### src/hdl/imm_pkg.sv
// Shared constants, register map and helpers for the integer matrix multiply unit.
// Depends on nothing; used by integer_matrix_multiply_unit.
package imm_pkg;

    localparam int MAX_DIM   = 8;
    localparam int DIM_W     = $clog2(MAX_DIM + 1);
    localparam int IDX_W     = (MAX_DIM > 1) ? $clog2(MAX_DIM) : 1;
    localparam int DEPTH     = MAX_DIM * MAX_DIM;
    localparam int ADDR_W    = (DEPTH > 1) ? $clog2(DEPTH) : 1;
    localparam int CNT_W     = $clog2(2 * DEPTH + 1);
    localparam int ELEM_W    = 16;
    localparam int PROD_W    = 2 * ELEM_W;
    localparam int ACC_W     = 35;
    localparam int REG_W     = 4;
    localparam int PADDR_W   = 4;
    localparam int PDATA_W   = 32;
    localparam int OUT_IDX_W = 3;

    localparam logic [1:0] REG_ROWS_A    = 2'd0;
    localparam logic [1:0] REG_INNER_DIM = 2'd1;
    localparam logic [1:0] REG_COLS_B    = 2'd2;

    localparam logic [REG_W-1:0] DIM_RESET = REG_W'(MAX_DIM);

    function automatic logic [DIM_W-1:0] eff_dim(input logic [REG_W-1:0] v);
        logic [DIM_W-1:0] r;
        priority if (v == '0) begin
            r = DIM_W'(1);
        end else if (32'(v) > MAX_DIM) begin
            r = DIM_W'(MAX_DIM);
        end else begin
            r = DIM_W'(v);
        end
        return r;
    endfunction

endpackage

### src/hdl/integer_matrix_multiply_unit.sv
// Top level of the integer matrix multiply unit: APB registers, element stores and
// a sequencer around one shared multiply-accumulate pipeline. Uses imm_pkg.
//
// Elements of A (row-major, rows_a x inner_dim) then B (row-major, inner_dim x
// cols_b) are taken one per cycle while the unit is loading. The transfer of the
// last element of B starts the product: the unit stalls its input and walks every
// product element in row-major order through a single 16x16 multiplier and a
// 35-bit accumulator. Each product element takes one store read per term, then the
// multiply, accumulate and output-register stages; the result is held back while the
// output is stalled. Dimensions of 0 act as 1 and values above 8 act as 8.
// Any register write restarts the load from the first element of A.
module integer_matrix_multiply_unit (
    input  logic                                   i_clk,
    input  logic                                   i_rst_n,
    input  logic                                   psel,
    input  logic                                   penable,
    input  logic                                   pwrite,
    input  logic [imm_pkg::PADDR_W-1:0]            paddr,
    input  logic [imm_pkg::PDATA_W-1:0]            pwdata,
    output logic [imm_pkg::PDATA_W-1:0]            prdata,
    output logic                                   pready,
    input  logic                                   i_valid,
    output logic                                   o_stall,
    input  logic signed [imm_pkg::ELEM_W-1:0]      i_element,
    output logic                                   o_valid,
    input  logic                                   i_stall,
    output logic [imm_pkg::OUT_IDX_W-1:0]          o_row_index,
    output logic [imm_pkg::OUT_IDX_W-1:0]          o_col_index,
    output logic signed [imm_pkg::ACC_W-1:0]       o_product_value,
    output logic                                   o_last_result
);

    typedef enum logic [1:0] {
        S_LOAD,
        S_MAC,
        S_DRAIN,
        S_WAIT
    } t_state;

    t_state                               r_state;
    logic [imm_pkg::REG_W-1:0]            r_rows_a;
    logic [imm_pkg::REG_W-1:0]            r_inner_dim;
    logic [imm_pkg::REG_W-1:0]            r_cols_b;
    logic [imm_pkg::CNT_W-1:0]            r_load_count;

    logic [imm_pkg::IDX_W-1:0]            r_i;
    logic [imm_pkg::IDX_W-1:0]            r_j;
    logic [imm_pkg::IDX_W-1:0]            r_k;
    logic [imm_pkg::ADDR_W-1:0]           r_a_base;
    logic [imm_pkg::ADDR_W-1:0]           r_a_addr;
    logic [imm_pkg::ADDR_W-1:0]           r_b_addr;

    logic signed [imm_pkg::ELEM_W-1:0]    r_mem_a [imm_pkg::DEPTH];
    logic signed [imm_pkg::ELEM_W-1:0]    r_mem_b [imm_pkg::DEPTH];
    logic signed [imm_pkg::ELEM_W-1:0]    r_a_q;
    logic signed [imm_pkg::ELEM_W-1:0]    r_b_q;
    logic signed [imm_pkg::PROD_W-1:0]    r_prod;
    logic signed [imm_pkg::ACC_W-1:0]     r_acc;
    logic                                 r_v1;
    logic                                 r_l1;
    logic                                 r_f1;
    logic                                 r_v2;
    logic                                 r_l2;
    logic                                 r_f2;

    logic                                 r_out_vld;
    logic [imm_pkg::OUT_IDX_W-1:0]        r_row;
    logic [imm_pkg::OUT_IDX_W-1:0]        r_col;
    logic signed [imm_pkg::ACC_W-1:0]     r_val;
    logic                                 r_last;

    logic [imm_pkg::DIM_W-1:0]            ra;
    logic [imm_pkg::DIM_W-1:0]            kd;
    logic [imm_pkg::DIM_W-1:0]            cb;
    logic [imm_pkg::CNT_W-1:0]            na;
    logic [imm_pkg::CNT_W-1:0]            nb;
    logic [imm_pkg::CNT_W-1:0]            n_load_count;
    logic [imm_pkg::CNT_W-1:0]            b_offset;
    logic                                 cfg_wr;
    logic                                 in_fire;
    logic                                 load_in_a;
    logic                                 load_done;
    logic                                 k_last;
    logic                                 j_last;
    logic                                 i_last;
    logic                                 out_free;
    logic [imm_pkg::IDX_W-1:0]            n_i;
    logic [imm_pkg::IDX_W-1:0]            n_j;
    logic [imm_pkg::ADDR_W-1:0]           n_a_base;

    assign ra = imm_pkg::eff_dim(r_rows_a);
    assign kd = imm_pkg::eff_dim(r_inner_dim);
    assign cb = imm_pkg::eff_dim(r_cols_b);
    assign na = imm_pkg::CNT_W'(ra) * imm_pkg::CNT_W'(kd);
    assign nb = imm_pkg::CNT_W'(kd) * imm_pkg::CNT_W'(cb);

    assign cfg_wr       = psel && penable && pwrite && pready;
    assign in_fire      = i_valid && !o_stall;
    assign load_in_a    = r_load_count < na;
    assign b_offset     = r_load_count - na;
    assign n_load_count = r_load_count + imm_pkg::CNT_W'(1);
    assign load_done    = n_load_count == (na + nb);

    assign k_last   = {1'b0, r_k} == (kd - imm_pkg::DIM_W'(1));
    assign j_last   = {1'b0, r_j} == (cb - imm_pkg::DIM_W'(1));
    assign i_last   = {1'b0, r_i} == (ra - imm_pkg::DIM_W'(1));
    assign out_free = !r_out_vld || !i_stall;

    always_comb begin
        n_i      = r_i;
        n_j      = r_j + imm_pkg::IDX_W'(1);
        n_a_base = r_a_base;
        if (j_last) begin
            n_j      = '0;
            n_i      = r_i + imm_pkg::IDX_W'(1);
            n_a_base = r_a_base + imm_pkg::ADDR_W'(kd);
        end
    end

    assign pready  = 1'b1;
    assign o_stall = r_state != S_LOAD;

    always_comb begin
        unique case (paddr[3:2])
            imm_pkg::REG_ROWS_A:    prdata = imm_pkg::PDATA_W'(r_rows_a);
            imm_pkg::REG_INNER_DIM: prdata = imm_pkg::PDATA_W'(r_inner_dim);
            imm_pkg::REG_COLS_B:    prdata = imm_pkg::PDATA_W'(r_cols_b);
            default:                prdata = '0;
        endcase
    end

    always_ff @(posedge i_clk) begin
        if (in_fire && load_in_a) begin
            r_mem_a[r_load_count[imm_pkg::ADDR_W-1:0]] <= i_element;
        end
        if (in_fire && !load_in_a) begin
            r_mem_b[b_offset[imm_pkg::ADDR_W-1:0]] <= i_element;
        end
        r_a_q <= r_mem_a[r_a_addr];
        r_b_q <= r_mem_b[r_b_addr];
    end

    always_ff @(posedge i_clk) begin
        r_prod <= r_a_q * r_b_q;
        if (r_v2) begin
            r_acc <= (r_f2 ? imm_pkg::ACC_W'(0) : r_acc)
                   + imm_pkg::ACC_W'(r_prod);
        end
    end

    always_ff @(posedge i_clk) begin
        if (!i_rst_n) begin
            r_v1 <= 1'b0;
            r_l1 <= 1'b0;
            r_f1 <= 1'b0;
            r_v2 <= 1'b0;
            r_l2 <= 1'b0;
            r_f2 <= 1'b0;
        end else begin
            r_v1 <= r_state == S_MAC;
            r_l1 <= k_last;
            r_f1 <= r_k == '0;
            r_v2 <= r_v1;
            r_l2 <= r_l1;
            r_f2 <= r_f1;
        end
    end

    always_ff @(posedge i_clk) begin
        if (!i_rst_n) begin
            r_state      <= S_LOAD;
            r_rows_a     <= imm_pkg::DIM_RESET;
            r_inner_dim  <= imm_pkg::DIM_RESET;
            r_cols_b     <= imm_pkg::DIM_RESET;
            r_load_count <= '0;
            r_i          <= '0;
            r_j          <= '0;
            r_k          <= '0;
            r_a_base     <= '0;
            r_a_addr     <= '0;
            r_b_addr     <= '0;
            r_out_vld    <= 1'b0;
        end else begin
            if (r_out_vld && !i_stall && r_state != S_WAIT) begin
                r_out_vld <= 1'b0;
            end
            unique case (r_state)
                S_LOAD: begin
                    if (in_fire && load_done) begin
                        r_load_count <= '0;
                        r_i          <= '0;
                        r_j          <= '0;
                        r_k          <= '0;
                        r_a_base     <= '0;
                        r_a_addr     <= '0;
                        r_b_addr     <= '0;
                        r_state      <= S_MAC;
                    end else if (cfg_wr) begin
                        r_load_count <= '0;
                    end else if (in_fire) begin
                        r_load_count <= n_load_count;
                    end
                end
                S_MAC: begin
                    if (k_last) begin
                        r_state <= S_DRAIN;
                    end else begin
                        r_k      <= r_k + imm_pkg::IDX_W'(1);
                        r_a_addr <= r_a_addr + imm_pkg::ADDR_W'(1);
                        r_b_addr <= r_b_addr + imm_pkg::ADDR_W'(cb);
                    end
                end
                S_DRAIN: begin
                    if (r_v2 && r_l2) begin
                        r_state <= S_WAIT;
                    end
                end
                S_WAIT: begin
                    if (out_free) begin
                        r_out_vld <= 1'b1;
                        r_row     <= imm_pkg::OUT_IDX_W'(r_i);
                        r_col     <= imm_pkg::OUT_IDX_W'(r_j);
                        r_val     <= r_acc;
                        r_last    <= i_last && j_last;
                        r_k       <= '0;
                        if (i_last && j_last) begin
                            r_i      <= '0;
                            r_j      <= '0;
                            r_a_base <= '0;
                            r_state  <= S_LOAD;
                        end else begin
                            r_i      <= n_i;
                            r_j      <= n_j;
                            r_a_base <= n_a_base;
                            r_a_addr <= n_a_base;
                            r_b_addr <= imm_pkg::ADDR_W'(n_j);
                            r_state  <= S_MAC;
                        end
                    end
                end
                default: begin
                    r_state <= S_LOAD;
                end
            endcase
            if (cfg_wr) begin
                unique case (paddr[3:2])
                    imm_pkg::REG_ROWS_A:    r_rows_a    <= pwdata[imm_pkg::REG_W-1:0];
                    imm_pkg::REG_INNER_DIM: r_inner_dim <= pwdata[imm_pkg::REG_W-1:0];
                    imm_pkg::REG_COLS_B:    r_cols_b    <= pwdata[imm_pkg::REG_W-1:0];
                    default: begin
                    end
                endcase
            end
        end
    end

    assign o_valid         = r_out_vld;
    assign o_row_index     = r_row;
    assign o_col_index     = r_col;
    assign o_product_value = r_val;
    assign o_last_result   = r_last;

endmodule

### config.mk
export PLATFORM = sky130hd
export DESIGN_NAME = integer_matrix_multiply_unit
export DESIGN_NICKNAME = d
export VERILOG_FILES = /design/src/hdl/imm_pkg.sv /design/src/hdl/integer_matrix_multiply_unit.sv
export SDC_FILE = /design/constraint.sdc
export NUM_CORES = 2
export LEC_CHECK = 0
export BUFFER_PORTS_ARGS = -buffer_cell sky130_fd_sc_hd__buf_4
export CORE_MARGIN = 2
export CORE_UTILIZATION = 50
export CTS_BUF_LIST = sky130_fd_sc_hd__clkbuf_4 sky130_fd_sc_hd__clkbuf_8 sky130_fd_sc_hd__clkbuf_16
export DETAILED_ROUTE_END_ITERATION = 8
export HOLD_SLACK_MARGIN = 0.05
export PLACE_DENSITY = 0.77
export SETUP_SLACK_MARGIN = 0.3
export SKIP_LAST_GASP = 1
export SLEW_MARGIN = 20
export SYNTH_ARGS = -nofsm -noshare
export SYNTH_HDL_FRONTEND = slang
export SYNTH_SLANG_ARGS = --single-unit
export TNS_END_PERCENT = 30
### constraint.sdc
create_clock -name i_clk -period 16.1 [get_ports i_clk]
set_input_delay 1.61 -clock i_clk [delete_from_list [all_inputs] [get_ports i_clk]]
set_output_delay 1.61 -clock i_clk [all_outputs]
set_load 0.02 [all_outputs]
==> metrics.cfg <==
[worst_setup_path]
path_cells=nand2_1 > fa_1 > inv_1 > fa_1 > inv_1 > fa_1 > inv_1 > fa_1 > inv_1 > fa_1 > inv_1 > fa_1 > ha_1 > nand3_1 > o22ai_1 > nor2_1 > o21a_1 > a311oi_1 > a211oi_1 > o31ai_1 > a21oi_1 > xnor2_1
end_kind=flop
cp.arrival_ps=7620
required_ps=16810
criticalPathCategory=reg2reg
cp_common_cell=fa_1
crit_path_max_incr_delay_ps=850
crit_path_top_delay_cell=dfxtp_1
cp_max_fo=16
start_kind=flop

[sta]
rsz0062_at_grt=false
max_freq_mhz=145
worst_pin_slew_ps=1260
fin_skew_ps=69.1
relSlewSlack_pct=15.9
fin_tns_setup_ps=0
period_minus_slack_ps=6920
hold_viol_final=0
finalCritPeriodShare_pct=43.0
report.final.setup_viol=0
drv_slew=0

[cells_and_area]
final_cells=8170
final.fill_count=13900
syn_to_final_growth_pct=11.1
layout-drive-gt1-share_pct=23.3
fin_util_pct=55.9
multi_input_area_um2=29700
register_area_um2=66200
nNetsFinal=5863

[route]
wl_per_cell_um=28.1
wl_met1_um=85800
remaining_drc_errors=0
dr_total_vias=49600
wirelength_um=230000
vias_per_cell=6.08
firstDrtPassIters=6
maxUsedRoutingLayer=met5
drt_iter0_drc=6054
ant_nets=0
met3_length_um=21800
wl_met2_um=113000

[hold_path]
hold_class=reg2reg

[logic_synthesis]
ys_warn_count=0
synthTopCellsByArea=edfxtp_1 65%, mux4_2 15%, fa_1 5.7%
synth_top_area_share_pct=65.0
synth_most_common_cell=edfxtp_1
synth_area_leader_cell=edfxtp_1
ys_seq_elements=2245
synth_area_per_cell_um2=19.1
mappedNetlistArea_um2=98200
synthTopCellsByCount=2125 x edfxtp_1, 672 x mux4_2, 354 x inv_1, 279 x fa_1, 225 x nor2_1
synth_ff_type=edfxtp_1
postSynthCellCount=5152
synthArstFlopShare_pct=0
ys_types=77
yosysSeqAreaShare_pct=67.5
synth_edf_count=2125

[status]
outcome=finished clean

[run]
maxCapViolCount=0

[grt]
grt_pass1_wl_um=339000
antenna_found_initial=28
grt_overflow=0
grt_use_total_pct=23.2
grt_max_degree=158
grt_pass1_vias=51200

[die]
dieArea_um2=200000
coreArea_um2=195000
die_w_um=447
start_util_pct=50.3
dieHeight_um=447
ios=136
rows=162

[clock_network]
insertion_delay_ps=870
clock_path_buffers=3
cts_hold_buf=0
clock_sinks=2245
root_buffer=clkbuf_16
clkSlewWorstSetupHoldPaths_ps=60
cts_setup_buffers=0
h-tree-depth=4
numCtsBuffers=204
cts_resized=0
cts_tree=yes

[placed_design]
dp_cells=7769
io_buffers=76
place.gp.congestion=0.863
dp.final_hpwl_um=134000

==> registers in the layout, indices dropped and copies added, names as in the netlist, 8 cells and up <==
name             flops
r_mem_a           1024
r_mem_b           1024
o_product_value     35
r_acc               35
r_prod              32
r_a_q               16
r_b_q               16
r_load_count         8
==> per-stage QoR <==
step | hold slack, ps | worst slack [ps] | area (um2)
after CTS | 440 | 9250 | 109000
after floorplan | 412 | 10070 | 98300
after global routing | 454 | 8870 | 109000
after global placement | 418 | 9340 | 102000
final | 441 | 9180 | 109000
after detailed placement | 425 | 9300 | 102000
==> critical path: cells and delay by family (launching register included) <==
kind                     cells  cell delay, ps
adder cells (fa/ha/maj)      7            3420
AO/OA/AOI/OAI                6            1640
flip-flops                   1             850
AND/OR/NAND/NOR              3             460
buffers and inverters        5             280
XOR/XNOR                     1             130
==> final cells by class <==
cell class / instances / area share [%]
Timing Repair Buffer: 223 / 1.61
Multi-Input combinational cell: 2322 / 27.3
Clock inverter: 126 / 1.04
Antenna cell: 15 / 0.0344
Tap cell: 2624 / 3.01
Clock buffer: 258 / 5.09
Sequential cell: 2245 / 60.7
Inverter: 357 / 1.23
==> logic make-up (layout without fill, tap and decap cells) <==
group	count (synthesis)	count (layout)	share of synthesized area (%)
adders and majority gates	451	451	7.88
muxes	694	694	15.6
AOI/OAI and AO/OA	290	290	1.95
DFF	2245	2245	67.5
xor gates and xnor gates	110	110	0.981
other	2	44	0.00765
and+or+nand+nor	748	748	3.62
buffers and inverters	612	964	2.46
==> cell usage in the layout, fill, tap and decap left out, drive strengths merged, types with 12 or more instances in the layout <==
master	n
mux2i	20
o21a	13
a21o	33
nand3	47
nor2b	54
mux4	672
nand2	216
xnor2	83
nor2	226
o211ai	12
ha	172
clkinv	99
buf	223
xor2	27
nand2b	30
o21ai	50
inv	362
fa	279
clkbuf	258
edfxtp	2125
conb	29
diode	15
and2	114
clkinvlp	12
nor3	13
a21oi	92
dfxtp	120
==> worst paths after layout <==
kind	from	endpoint	slack (ps)	depth (start not counted)
max reg2reg	r_b_q[7]	r_prod[30]	9180	22
max	r_b_q[7]	r_prod[30]	9180	22
min reg2reg	r_acc[5]	o_product_value[5]	440	0
min	r_acc[5]	o_product_value[5]	440	0
==> per-layer routing <==
layer | global-route usage [%] | vias up
li1 | - | 20400
met1 | 30.8 | 26000
met2 | 37.9 | 2801
met3 | 5.09 | 471
met4 | 8.72 | 20
met5 | 0 | -
Power is not shown: default switching activity piles up to over one toggle a cycle in this logic, so the estimate is an artifact.
